<file path="config.mk">
export PLATFORM = sky130hd
export DESIGN_NAME = awb_otp_record_gain_calc_unit_flat
export DESIGN_NICKNAME = d
export VERILOG_FILES = /design/src/hdl/awbgc_pkg.sv /design/src/hdl/awbgc_req_if.sv /design/src/hdl/awbgc_rsp_if.sv /design/src/hdl/awbgc_front.sv /design/src/hdl/awbgc_queue.sv /design/src/hdl/awbgc_div.sv /design/src/hdl/awbgc_back.sv /design/src/hdl/awb_otp_record_gain_calc_unit.sv /design/src/flat_wrapper.sv
export SDC_FILE = /design/constraint.sdc
export NUM_CORES = 1
export LEC_CHECK = 0
export ABC_AREA = 1
export BUFFER_PORTS_ARGS = -buffer_cell sky130_fd_sc_hd__buf_4
export CAP_MARGIN = 20
export CORE_MARGIN = 2
export CORE_UTILIZATION = 30
export CTS_CLUSTER_SIZE = 14
export DETAILED_ROUTE_END_ITERATION = 12
export GPL_TIMING_DRIVEN = 1
export PLACE_DENSITY = 0.5
export SYNTH_ARGS = -nofsm -noshare
export SYNTH_HDL_FRONTEND = slang
export SYNTH_SLANG_ARGS = --single-unit
export TNS_END_PERCENT = 5
</file>
<file path="constraint.sdc">
create_clock -name clock -period 23 [get_ports clock]
set_clock_uncertainty 0.2 [all_clocks]
set_input_delay 4.6 -clock clock [delete_from_list [all_inputs] [get_ports clock]]
set_output_delay 4.6 -clock clock [all_outputs]
set_load 0.01 [all_outputs]
</file>
<file path="src/hdl/awbgc_pkg.sv">
package awbgc_pkg;

   // record layout
   localparam int RECORD_BYTES = 30;
   localparam int LAST_POS     = RECORD_BYTES - 1;
   localparam int CHAN_FIRST   = 13;
   localparam int CHAN_COUNT   = 16;
   localparam int CHAN_IDX_W   = $clog2(CHAN_COUNT);
   localparam int SET_BYTES    = CHAN_COUNT / 2;
   localparam int POS_W        = $clog2(RECORD_BYTES + 1);
   localparam int SUM_W        = 13;
   localparam int CHK_MOD      = 255;
   localparam int ENABLE_AWB_BIT = 0;

   // gain math
   localparam int WORD_W     = 16;
   localparam int GAIN_SHIFT = 9;
   localparam int DIVIDEND_W = WORD_W + GAIN_SHIFT + 1;
   localparam int GAIN_W     = 25;
   localparam int NUM_COLS   = 3;
   localparam int NUM_SETS   = 2;

   localparam int QUEUE_DEPTH_DEF = 2;

   // color column codes
   localparam logic [1:0] COL_RED   = 2'd0;
   localparam logic [1:0] COL_GREEN = 2'd1;
   localparam logic [1:0] COL_BLUE  = 2'd2;

   typedef struct packed {
      logic                          ok;
      logic [1:0]                    enable;
      logic [CHAN_COUNT-1:0][7:0]    chan;
   } job_type;

   typedef enum logic [2:0] {
      B_IDLE,
      B_LOAD,
      B_MAX,
      B_START,
      B_WAIT,
      B_OUT
   } back_state_type;

endpackage

</file>
<file path="src/hdl/awbgc_req_if.sv">
interface awbgc_req_if;
   logic       valid;
   logic       ready;
   logic [7:0] data_byte;
   logic       record_start;

   modport source (output valid, output data_byte, output record_start, input ready);
   modport sink   (input valid, input data_byte, input record_start, output ready);
endinterface

</file>
<file path="src/hdl/awbgc_rsp_if.sv">
interface awbgc_rsp_if;
   logic        valid;
   logic        ready;
   logic        checksum_ok;
   logic [1:0]  enable_bits;
   logic        unit_set_valid;
   logic        golden_set_valid;
   logic [24:0] unit_gain_red;
   logic [24:0] unit_gain_green;
   logic [24:0] unit_gain_blue;
   logic [24:0] golden_gain_red;
   logic [24:0] golden_gain_green;
   logic [24:0] golden_gain_blue;

   modport source (
      output valid, output checksum_ok, output enable_bits,
      output unit_set_valid, output golden_set_valid,
      output unit_gain_red, output unit_gain_green, output unit_gain_blue,
      output golden_gain_red, output golden_gain_green, output golden_gain_blue,
      input ready
   );
   modport sink (
      input valid, input checksum_ok, input enable_bits,
      input unit_set_valid, input golden_set_valid,
      input unit_gain_red, input unit_gain_green, input unit_gain_blue,
      input golden_gain_red, input golden_gain_green, input golden_gain_blue,
      output ready
   );
endinterface

</file>
<file path="src/hdl/awbgc_front.sv">
module awbgc_front
   import awbgc_pkg::*;
(
   input  logic        clock,
   input  logic        reset,
   awbgc_req_if.sink   req,
   input  logic        q_full,
   output logic        push,
   output job_type     job
);

   logic [POS_W-1:0]      pos_ff, pos_in, pos_cur;
   logic [SUM_W-1:0]      sum_ff, sum_in;
   logic [1:0]            enable_ff, enable_in;
   logic [7:0]            chan_ff [CHAN_COUNT];
   logic                  accept;
   logic                  chan_we;
   logic [CHAN_IDX_W-1:0] chan_idx;
   logic [8:0]            fold;
   logic [8:0]            fold_mod;
   logic [8:0]            chk;

   assign req.ready = !q_full;
   assign accept    = req.valid && req.ready;
   assign pos_cur   = req.record_start ? '0 : pos_ff;
   assign chan_idx  = CHAN_IDX_W'(pos_cur - POS_W'(CHAN_FIRST));

   // sum mod 255: fold the high byte onto the low byte, one correction
   assign fold     = 9'(sum_ff[SUM_W-1:8]) + 9'(sum_ff[7:0]);
   assign fold_mod = (fold >= 9'(CHK_MOD)) ? fold - 9'(CHK_MOD) : fold;
   assign chk      = fold_mod + 9'd1;

   always_comb begin
      pos_in    = pos_ff;
      sum_in    = sum_ff;
      enable_in = enable_ff;
      chan_we   = 1'b0;
      push      = 1'b0;
      if (accept) begin
         if (pos_cur >= POS_W'(RECORD_BYTES)) begin
            pos_in = POS_W'(RECORD_BYTES);
         end else begin
            pos_in = pos_cur + POS_W'(1);
            if (pos_cur == '0) begin
               enable_in = req.data_byte[7:6];
               sum_in    = '0;
            end else if (pos_cur < POS_W'(LAST_POS)) begin
               sum_in  = sum_ff + SUM_W'(req.data_byte);
               chan_we = (pos_cur >= POS_W'(CHAN_FIRST)) &&
                         (pos_cur < POS_W'(CHAN_FIRST + CHAN_COUNT));
            end else begin
               push = 1'b1;
            end
         end
      end
   end

   always_comb begin
      job.ok     = (chk == {1'b0, req.data_byte});
      job.enable = enable_ff;
      for (int i = 0; i < CHAN_COUNT; i++) begin
         job.chan[i] = chan_ff[i];
      end
   end

   always_ff @(posedge clock) begin
      if (reset) begin
         pos_ff    <= '0;
         sum_ff    <= '0;
         enable_ff <= '0;
      end else begin
         pos_ff    <= pos_in;
         sum_ff    <= sum_in;
         enable_ff <= enable_in;
      end
   end

   always_ff @(posedge clock) begin
      if (chan_we) begin
         chan_ff[chan_idx] <= req.data_byte;
      end
   end

endmodule

</file>
<file path="src/hdl/awbgc_queue.sv">
module awbgc_queue
   import awbgc_pkg::*;
#(
   parameter int DEPTH = QUEUE_DEPTH_DEF
) (
   input  logic    clock,
   input  logic    reset,
   input  logic    push,
   input  job_type push_job,
   output logic    full,
   input  logic    pop,
   output job_type pop_job,
   output logic    empty
);

   localparam int PTR_W = (DEPTH > 1) ? $clog2(DEPTH) : 1;
   localparam int CNT_W = $clog2(DEPTH + 1);

   job_type          mem_ff [DEPTH];
   logic [PTR_W-1:0] wr_ptr_ff, wr_ptr_in;
   logic [PTR_W-1:0] rd_ptr_ff, rd_ptr_in;
   logic [CNT_W-1:0] count_ff, count_in;
   logic             do_push, do_pop;

   assign full    = (count_ff == CNT_W'(DEPTH));
   assign empty   = (count_ff == '0);
   assign do_push = push && !full;
   assign do_pop  = pop && !empty;
   assign pop_job = mem_ff[rd_ptr_ff];

   always_comb begin
      wr_ptr_in = wr_ptr_ff;
      rd_ptr_in = rd_ptr_ff;
      count_in  = count_ff;
      if (do_push) begin
         wr_ptr_in = (wr_ptr_ff == PTR_W'(DEPTH - 1)) ? '0 : wr_ptr_ff + PTR_W'(1);
      end
      if (do_pop) begin
         rd_ptr_in = (rd_ptr_ff == PTR_W'(DEPTH - 1)) ? '0 : rd_ptr_ff + PTR_W'(1);
      end
      if (do_push && !do_pop) begin
         count_in = count_ff + CNT_W'(1);
      end else if (do_pop && !do_push) begin
         count_in = count_ff - CNT_W'(1);
      end
   end

   always_ff @(posedge clock) begin
      if (reset) begin
         wr_ptr_ff <= '0;
         rd_ptr_ff <= '0;
         count_ff  <= '0;
      end else begin
         wr_ptr_ff <= wr_ptr_in;
         rd_ptr_ff <= rd_ptr_in;
         count_ff  <= count_in;
      end
   end

   always_ff @(posedge clock) begin
      if (do_push) begin
         mem_ff[wr_ptr_ff] <= push_job;
      end
   end

endmodule

</file>
<file path="src/hdl/awbgc_div.sv">
module awbgc_div
   import awbgc_pkg::*;
(
   input  logic                  clock,
   input  logic                  reset,
   input  logic                  start,
   input  logic [DIVIDEND_W-1:0] dividend,
   input  logic [WORD_W-1:0]     divisor,
   output logic                  done,
   output logic [GAIN_W-1:0]     quotient
);

   localparam int CNT_W = $clog2(DIVIDEND_W);

   // restoring divider, one quotient bit per cycle
   logic [WORD_W-1:0]     rem_ff, rem_in;
   logic [DIVIDEND_W-1:0] quo_ff, quo_in;
   logic [CNT_W-1:0]      cnt_ff, cnt_in;
   logic                  busy_ff, busy_in;
   logic                  done_ff, done_in;
   logic [WORD_W:0]       trial;
   logic [WORD_W:0]       diff;
   logic                  fits;

   assign trial    = {rem_ff, quo_ff[DIVIDEND_W-1]};
   assign diff     = trial - {1'b0, divisor};
   assign fits     = (trial >= {1'b0, divisor});
   assign done     = done_ff;
   assign quotient = quo_ff[GAIN_W-1:0];

   always_comb begin
      rem_in  = rem_ff;
      quo_in  = quo_ff;
      cnt_in  = cnt_ff;
      busy_in = busy_ff;
      done_in = 1'b0;
      if (start) begin
         rem_in  = '0;
         quo_in  = dividend;
         cnt_in  = CNT_W'(DIVIDEND_W - 1);
         busy_in = 1'b1;
      end else if (busy_ff) begin
         rem_in = fits ? diff[WORD_W-1:0] : trial[WORD_W-1:0];
         quo_in = {quo_ff[DIVIDEND_W-2:0], fits};
         if (cnt_ff == '0) begin
            busy_in = 1'b0;
            done_in = 1'b1;
         end else begin
            cnt_in = cnt_ff - CNT_W'(1);
         end
      end
   end

   always_ff @(posedge clock) begin
      if (reset) begin
         busy_ff <= 1'b0;
         done_ff <= 1'b0;
         cnt_ff  <= '0;
      end else begin
         busy_ff <= busy_in;
         done_ff <= done_in;
         cnt_ff  <= cnt_in;
      end
   end

   always_ff @(posedge clock) begin
      rem_ff <= rem_in;
      quo_ff <= quo_in;
   end

endmodule

</file>
<file path="src/hdl/awbgc_back.sv">
module awbgc_back
   import awbgc_pkg::*;
(
   input  logic        clock,
   input  logic        reset,
   input  job_type     job,
   input  logic        q_empty,
   output logic        pop,
   awbgc_rsp_if.source rsp
);

   back_state_type state_ff, state_in;
   job_type        job_ff;
   logic           set_ff, set_in;
   logic [1:0]     col_ff, col_in;
   logic [WORD_W-1:0] r_ff, g_ff, b_ff, mx_ff;
   logic [WORD_W-1:0] r_w, g_w, b_w, gr_w, gb_w, mx_w;
   logic [WORD_W:0]   g_sum;
   logic [SET_BYTES-1:0][7:0] sb;
   logic           valid_ff [NUM_SETS];
   logic [GAIN_W-1:0] gain_ff [NUM_SETS][NUM_COLS];
   logic           set_ok;
   logic           load_we, max_we, gain_we, clear_all;
   logic           div_start, div_done;
   logic [WORD_W-1:0]     divisor;
   logic [DIVIDEND_W-1:0] dividend;
   logic [GAIN_W-1:0]     quotient;

   // pick the unit or golden half of the channel bytes
   assign sb    = set_ff ? job_ff.chan[CHAN_COUNT-1:SET_BYTES] : job_ff.chan[SET_BYTES-1:0];
   assign r_w   = {sb[0], sb[1]};
   assign gr_w  = {sb[2], sb[3]};
   assign gb_w  = {sb[4], sb[5]};
   assign b_w   = {sb[6], sb[7]};
   assign g_sum = (WORD_W+1)'(gr_w) + (WORD_W+1)'(gb_w) + (WORD_W+1)'(1);
   assign g_w   = g_sum[WORD_W:1];

   always_comb begin
      mx_w = r_ff;
      if (g_ff > mx_w) begin
         mx_w = g_ff;
      end
      if (b_ff > mx_w) begin
         mx_w = b_ff;
      end
   end

   assign set_ok = job_ff.ok && job_ff.enable[ENABLE_AWB_BIT] &&
                   (r_ff != '0) && (g_ff != '0) && (b_ff != '0);

   always_comb begin
      case (col_ff)
         COL_RED:   divisor = r_ff;
         COL_GREEN: divisor = g_ff;
         default:   divisor = b_ff;
      endcase
   end

   assign dividend = (DIVIDEND_W'(mx_ff) << GAIN_SHIFT) + DIVIDEND_W'(divisor >> 1);

   awbgc_div u_div (
      .clock    (clock),
      .reset    (reset),
      .start    (div_start),
      .dividend (dividend),
      .divisor  (divisor),
      .done     (div_done),
      .quotient (quotient)
   );

   always_comb begin
      state_in  = state_ff;
      set_in    = set_ff;
      col_in    = col_ff;
      pop       = 1'b0;
      load_we   = 1'b0;
      max_we    = 1'b0;
      gain_we   = 1'b0;
      clear_all = 1'b0;
      div_start = 1'b0;
      unique case (state_ff)
         B_IDLE: begin
            if (!q_empty) begin
               pop       = 1'b1;
               clear_all = 1'b1;
               set_in    = 1'b0;
               state_in  = B_LOAD;
            end
         end
         B_LOAD: begin
            load_we  = 1'b1;
            state_in = B_MAX;
         end
         B_MAX: begin
            max_we = 1'b1;
            col_in = COL_RED;
            if (set_ok) begin
               state_in = B_START;
            end else if (!set_ff) begin
               set_in   = 1'b1;
               state_in = B_LOAD;
            end else begin
               state_in = B_OUT;
            end
         end
         B_START: begin
            div_start = 1'b1;
            state_in  = B_WAIT;
         end
         B_WAIT: begin
            if (div_done) begin
               gain_we = 1'b1;
               if (col_ff != COL_BLUE) begin
                  col_in   = col_ff + 2'd1;
                  state_in = B_START;
               end else if (!set_ff) begin
                  set_in   = 1'b1;
                  state_in = B_LOAD;
               end else begin
                  state_in = B_OUT;
               end
            end
         end
         B_OUT: begin
            if (rsp.ready) begin
               state_in = B_IDLE;
            end
         end
         default: state_in = B_IDLE;
      endcase
   end

   always_ff @(posedge clock) begin
      if (reset) begin
         state_ff <= B_IDLE;
         set_ff   <= 1'b0;
         col_ff   <= COL_RED;
      end else begin
         state_ff <= state_in;
         set_ff   <= set_in;
         col_ff   <= col_in;
      end
   end

   always_ff @(posedge clock) begin
      if (pop) begin
         job_ff <= job;
      end
      if (load_we) begin
         r_ff <= r_w;
         g_ff <= g_w;
         b_ff <= b_w;
      end
      if (max_we) begin
         mx_ff            <= mx_w;
         valid_ff[set_ff] <= set_ok;
      end
      if (clear_all) begin
         for (int s = 0; s < NUM_SETS; s++) begin
            valid_ff[s] <= 1'b0;
            for (int c = 0; c < NUM_COLS; c++) begin
               gain_ff[s][c] <= '0;
            end
         end
      end
      if (gain_we) begin
         gain_ff[set_ff][col_ff] <= quotient;
      end
   end

   assign rsp.valid             = (state_ff == B_OUT);
   assign rsp.checksum_ok       = job_ff.ok;
   assign rsp.enable_bits       = job_ff.enable;
   assign rsp.unit_set_valid    = valid_ff[0];
   assign rsp.golden_set_valid  = valid_ff[1];
   assign rsp.unit_gain_red     = gain_ff[0][COL_RED];
   assign rsp.unit_gain_green   = gain_ff[0][COL_GREEN];
   assign rsp.unit_gain_blue    = gain_ff[0][COL_BLUE];
   assign rsp.golden_gain_red   = gain_ff[1][COL_RED];
   assign rsp.golden_gain_green = gain_ff[1][COL_GREEN];
   assign rsp.golden_gain_blue  = gain_ff[1][COL_BLUE];

endmodule

</file>
<file path="src/hdl/awb_otp_record_gain_calc_unit.sv">
// Channel    Dir  Beat payload                                   Handshake
// ---------  ---  ---------------------------------------------  -----------
// req_chan   in   data_byte[7:0], record_start                   valid/ready
// rsp_chan   out  checksum_ok, enable_bits, set valid flags,     valid/ready
//                 six 25-bit gains (unit/golden x R/G/B)
//
// Cycles: one record byte per cycle while the job queue has room. After
//   byte 29 a record passes load/max steps, up to 6 divisions in the shared
//   26-step divider and the output step; fewer when a set is invalid.
// Reset: synchronous; byte position, running sum, enable field, queue and
//   back-end sequencer clear. Channel bytes and result payload do not.
// Stalls: req_chan.ready drops only when the job queue is full; rsp_chan
//   holds its beat until taken; the front keeps taking bytes until the queue fills.
module awb_otp_record_gain_calc_unit
   import awbgc_pkg::*;
#(
   parameter int QUEUE_DEPTH = QUEUE_DEPTH_DEF
) (
   input  logic        clock,
   input  logic        reset,
   awbgc_req_if.sink   req_chan,
   awbgc_rsp_if.source rsp_chan
);

   // front -> queue -> back
   job_type push_job;
   job_type pop_job;
   logic    push;
   logic    q_full;
   logic    pop;
   logic    q_empty;

   // byte intake, checksum, channel byte capture
   awbgc_front u_front (
      .clock  (clock),
      .reset  (reset),
      .req    (req_chan),
      .q_full (q_full),
      .push   (push),
      .job    (push_job)
   );

   // finished records wait here for the gain sequencer
   awbgc_queue #(
      .DEPTH (QUEUE_DEPTH)
   ) u_queue (
      .clock    (clock),
      .reset    (reset),
      .push     (push),
      .push_job (push_job),
      .full     (q_full),
      .pop      (pop),
      .pop_job  (pop_job),
      .empty    (q_empty)
   );

   // R/G/B, max and up to six serial divisions, result register
   awbgc_back u_back (
      .clock   (clock),
      .reset   (reset),
      .job     (pop_job),
      .q_empty (q_empty),
      .pop     (pop),
      .rsp     (rsp_chan)
   );

endmodule

</file>
<file path="src/flat_wrapper.sv">
// flat-port wrapper written by rule: the top's interface ports become plain ports
module awb_otp_record_gain_calc_unit_flat import awbgc_pkg::*;
#(
   parameter int QUEUE_DEPTH = QUEUE_DEPTH_DEF
)
  (clock, reset, req_chan_valid, req_chan_data_byte, req_chan_record_start, req_chan_ready, rsp_chan_valid, rsp_chan_checksum_ok, rsp_chan_enable_bits, rsp_chan_unit_set_valid, rsp_chan_golden_set_valid, rsp_chan_unit_gain_red, rsp_chan_unit_gain_green, rsp_chan_unit_gain_blue, rsp_chan_golden_gain_red, rsp_chan_golden_gain_green, rsp_chan_golden_gain_blue, rsp_chan_ready);
  awbgc_req_if req_chan_i ();
  awbgc_rsp_if rsp_chan_i ();
  input  logic clock;
  input  logic reset;
  input wire logic [$bits(req_chan_i.valid)-1:0] req_chan_valid;
  input wire logic [$bits(req_chan_i.data_byte)-1:0] req_chan_data_byte;
  input wire logic [$bits(req_chan_i.record_start)-1:0] req_chan_record_start;
  output wire logic [$bits(req_chan_i.ready)-1:0] req_chan_ready;
  output wire logic [$bits(rsp_chan_i.valid)-1:0] rsp_chan_valid;
  output wire logic [$bits(rsp_chan_i.checksum_ok)-1:0] rsp_chan_checksum_ok;
  output wire logic [$bits(rsp_chan_i.enable_bits)-1:0] rsp_chan_enable_bits;
  output wire logic [$bits(rsp_chan_i.unit_set_valid)-1:0] rsp_chan_unit_set_valid;
  output wire logic [$bits(rsp_chan_i.golden_set_valid)-1:0] rsp_chan_golden_set_valid;
  output wire logic [$bits(rsp_chan_i.unit_gain_red)-1:0] rsp_chan_unit_gain_red;
  output wire logic [$bits(rsp_chan_i.unit_gain_green)-1:0] rsp_chan_unit_gain_green;
  output wire logic [$bits(rsp_chan_i.unit_gain_blue)-1:0] rsp_chan_unit_gain_blue;
  output wire logic [$bits(rsp_chan_i.golden_gain_red)-1:0] rsp_chan_golden_gain_red;
  output wire logic [$bits(rsp_chan_i.golden_gain_green)-1:0] rsp_chan_golden_gain_green;
  output wire logic [$bits(rsp_chan_i.golden_gain_blue)-1:0] rsp_chan_golden_gain_blue;
  input wire logic [$bits(rsp_chan_i.ready)-1:0] rsp_chan_ready;
  assign req_chan_i.valid = req_chan_valid;
  assign req_chan_i.data_byte = req_chan_data_byte;
  assign req_chan_i.record_start = req_chan_record_start;
  assign req_chan_ready = req_chan_i.ready;
  assign rsp_chan_valid = rsp_chan_i.valid;
  assign rsp_chan_checksum_ok = rsp_chan_i.checksum_ok;
  assign rsp_chan_enable_bits = rsp_chan_i.enable_bits;
  assign rsp_chan_unit_set_valid = rsp_chan_i.unit_set_valid;
  assign rsp_chan_golden_set_valid = rsp_chan_i.golden_set_valid;
  assign rsp_chan_unit_gain_red = rsp_chan_i.unit_gain_red;
  assign rsp_chan_unit_gain_green = rsp_chan_i.unit_gain_green;
  assign rsp_chan_unit_gain_blue = rsp_chan_i.unit_gain_blue;
  assign rsp_chan_golden_gain_red = rsp_chan_i.golden_gain_red;
  assign rsp_chan_golden_gain_green = rsp_chan_i.golden_gain_green;
  assign rsp_chan_golden_gain_blue = rsp_chan_i.golden_gain_blue;
  assign rsp_chan_i.ready = rsp_chan_ready;
  awb_otp_record_gain_calc_unit #(.QUEUE_DEPTH(QUEUE_DEPTH)) u_core (.clock(clock), .reset(reset), .req_chan(req_chan_i), .rsp_chan(rsp_chan_i));
endmodule
</file>
==> results.md <==
- Status: finished, final reports clean
- Non-Filler Instances: 4539
- Wire length per cell: approximately 18 um
- Layout area overhead: 18.1%
- Critical path required time: around 23 ns
- Fin crit period: roughly 7.7 ns
- Total power: 5.16 mW
- Starting density of the core: 30.2%
- Antenna-violating nets left: 0
- Synth Register Bits: 816
- Cell with the most instances after synthesis: nand2_1
- Detailed placement HPWL: roughly 56000 um
- Vias in the first global route: slightly below 20000
- Ys Warns: 0
- CTS Sinks: 816
- Ys flop type: edfxtp_1
- Final antenna diode count: 0
- 1st-iter DRT viols: 1315
- Worst r2r src: u_core.u_back.r_ff[3]$_DFFE_PP_
- Top Layer Used: met5
- First-pass GRT wire length: 123000 um
- Clock slew at reported path FFs: 0.06 ns
- Final hold vios: 0
- Hold Buf Count CTS: 0
- Pre-Repair DR Iteration Count: 5
- Synth Cell Area: 33400 um^2
- Die Wd: 338 um
- Worst Hold End: u_core.u_queue.mem_ff[0][32]$_DFFE_PP_
- Die height: 338 um
- Power Dens Cells: 131 nW/um^2
- Htree depth: 3
- Drt total wl: 82200 um
- RR Endpoint: u_core.u_back.mx_ff[7]$_DFFE_PN_
- Register area share after synthesis: 71.8%
- Tcrit/Tclk final: 33.6%
- PortBufs: 169
- Share of Yosys cell area claimed by the top area cell type: 68.5%
- Inserted Clock Buffers: 86
- R2R setup slack: 17.60 ns
- Resize count post-CTS: 0
- DR vias: roughly 20000
- Setup CP Type: in -> reg
- Total gr overflow: 0
- # IOs: 170
- Metal2 WL: ~38000 um
- Critical Path Sink Type: register
- Number of flops mapped to enable cells by yosys: 761
- Synth cell count leaders: 878 x nand2_1, 761 x edfxtp_1, 222 x nor2_1
- FMAX: between 100 and 150 MHz
- Largest net degree at the start of global routing: 78
- Fin Setup TNS: 0 ns
- CP max FO: 66
- Initial antenna violation count: 3
- GP Congestion: 0.842
- Synth top area cells: edfxtp_1 68%, nand2_1 9.9%, ha_1 3.6%, dfxtp_1 3.3%, nor2_1 2.5%
- Syn Inst Count: 2778
- Met1 Wirelength: 37700 um
- Core footprint: 111000 um^2
- Die area: 114000 um^2
- RSZ-0062 raised after global routing: false
- Synth unique cells: 51
- Least-Margin Pin Slew: approximately 1.0 ns
- CTS tree: built
- CTS Root Cell: clkbuf_16
- Hold depth: 0
- Slew Viols, Final: 0
- Max cap viols: 0
- Crit path DAT: 7.81 ns
- Worst Hold Launch: u_core.u_front.chan_ff[4][0]$_DFFE_PP_
- Post-CTS Setup Bufs: 0
- Num rows: 122
- Synth Net Count: 2893
- Leak: 15.2 nW
- Peak VDD IR: 0.0000702 V
- # setup viols final: 0
- # DRC: 0
- Async S/R FF share, synth: 0%
- Vias per inst: 4.42
- Dpl cells: 4379
- Worst R2R Path Depth: 18
- Hold/Removal Path Class: reg -> reg
- Syn Area/Cell: 12.0 um^2
- WL met3: between 4000 and 5000 um
- Fraction of layout cells with a size suffix above 1: 12.3%
- Worst Setup Start Kind: input port
- Clock buffer depth: 3
- Max_slew headroom: 32.3%
- Latest clock arrival within the worst-skew pair: about 0.65 ns
- Cell taking the most area after synthesis: edfxtp_1
- Nets: ~3100
- Total Routing Usage GR: 14.4%
-- layer usage --
| layer | GRT usage (%) | vias up |
|---|---|---|
| met1 | 19.2 | 9512 |
| met3 | 2.80 | 138 |
| met2 | 23.6 | 443 |
| met5 | 0 | - |
| met4 | 4.29 | 2 |
| li1 | - | 9975 |
-- cells in the final DEF (no fill, tap or decap), types with 4 or more instances in the layout --
cell / n
nor2_2: 5
nand2_2: 11
nand2_1: 878
nor4_1: 14
or2_2: 5
o21ai_0: 103
edfxtp_1: 761
nand2_4: 4
a21oi_1: 117
clkbuf_1: 21
nand4_1: 14
o211ai_1: 10
nor2_1: 218
bufinv_16: 12
a211oi_1: 5
xnor2_1: 17
nand3_1: 67
nand3_2: 5
nor2_4: 5
dfxtp_1: 53
clkbuf_16: 86
clkinv_2: 16
nor3_1: 36
fa_1: 5
xor2_1: 29
clkinv_1: 14
buf_4: 194
inv_1: 178
ha_1: 97
o221ai_1: 5
o22ai_1: 4
o21a_1: 4
-- worst max-delay path: stages --
cell and delay, ns:
buf_4 0.13, nor2_1 0.27, o21ai_0 0.19, nor2_1 0.13, inv_1 0.10, nor2_1 0.14
inv_1 0.05, nor2_1 0.18, inv_1 0.15, nor2_4 0.15, buf_4 0.77, buf_4 0.83
-- power by group --
| part | switching (mW) | leakage, nW | internal [mW] |
|---|---|---|---|
| Clock | 0.581 | 1.41 | 0.838 |
| Combinational | 1.03 | 6.31 | 0.499 |
| Sequential | 0.162 | 7.46 | 2.05 |
-- stage by stage --
step | hold WS [ns] | cell area [um^2] | util (%) | setup slack, ns
after CTS | 0.225 | 39400 | 35.6 | 15.26
after floorplan | 0.221 | 33400 | - | 11.17
after global placement | 0.223 | 36400 | 33.0 | 14.53
after global routing | 0.248 | 39400 | 35.7 | 15.04
final | 0.230 | 39400 | 35.7 | 15.27
after detailed placement | 0.230 | 36500 | 33.0 | 14.56
-- area by class of cell --
type | count | area [um^2]
fillers | 10900 | 71100
flip-flops and latches | 816 | 24000
multi-input cells | 1695 | 8460
clock buffers | 109 | 2260
well taps | 1488 | 1860
repair buffers | 197 | 1540
inverters | 184 | 696
clock inverters | 50 | 652
-- registers in the layout, indices dropped and copies added, names as in the netlist, 3 cells and up --
signal / cells
u_core.u_back.b_ff: 16
u_core.u_back.g_ff: 16
u_core.u_back.gain_ff: 150
u_core.u_back.job_ff: 128
u_core.u_back.mx_ff: 16
u_core.u_back.r_ff: 16
u_core.u_back.state_ff: 3
u_core.u_back.u_div.cnt_ff: 5
u_core.u_back.u_div.quo_ff: 26
u_core.u_back.u_div.rem_ff: 16
u_core.u_front.chan_ff: 128
u_core.u_front.pos_ff: 5
u_core.u_front.sum_ff: 13
u_core.u_queue.mem_ff: 262
-- kinds of logic (layout without fill, tap and decap cells) --
| kind of cell | after synthesis | in the layout | synth area share [%] |
|---|---|---|---|
| compound gates | 275 | 275 | 4.59 |
| xor+xnor | 46 | 46 | 1.21 |
| fa+ha+maj | 102 | 102 | 3.94 |
| buf+inv | 267 | 540 | 3.05 |
| flops | 816 | 816 | 71.8 |
| simple gates | 1272 | 1272 | 15.4 |
-- worst max path at each step --
stage | cells past startpoint | from | slack (ns) | endpoint
after global routing | 12 | req_chan_record_start | 15.04 | u_core.u_queue.mem_ff[1][57]$_DFFE_PP_
final | 12 | req_chan_record_start | 15.27 | u_core.u_queue.mem_ff[1][66]$_DFFE_PP_
after floorplan | 9 | req_chan_record_start | 11.17 | u_core.u_queue.mem_ff[1][0]$_DFFE_PP_
after CTS | 12 | req_chan_record_start | 15.26 | u_core.u_queue.mem_ff[1][94]$_DFFE_PP_
after global placement | 12 | req_chan_record_start | 14.53 | u_core.u_queue.mem_ff[1][9]$_DFFE_PP_
after detailed placement | 12 | req_chan_record_start | 14.56 | u_core.u_queue.mem_ff[1][58]$_DFFE_PP_
(Power assumes the default switching activity.)
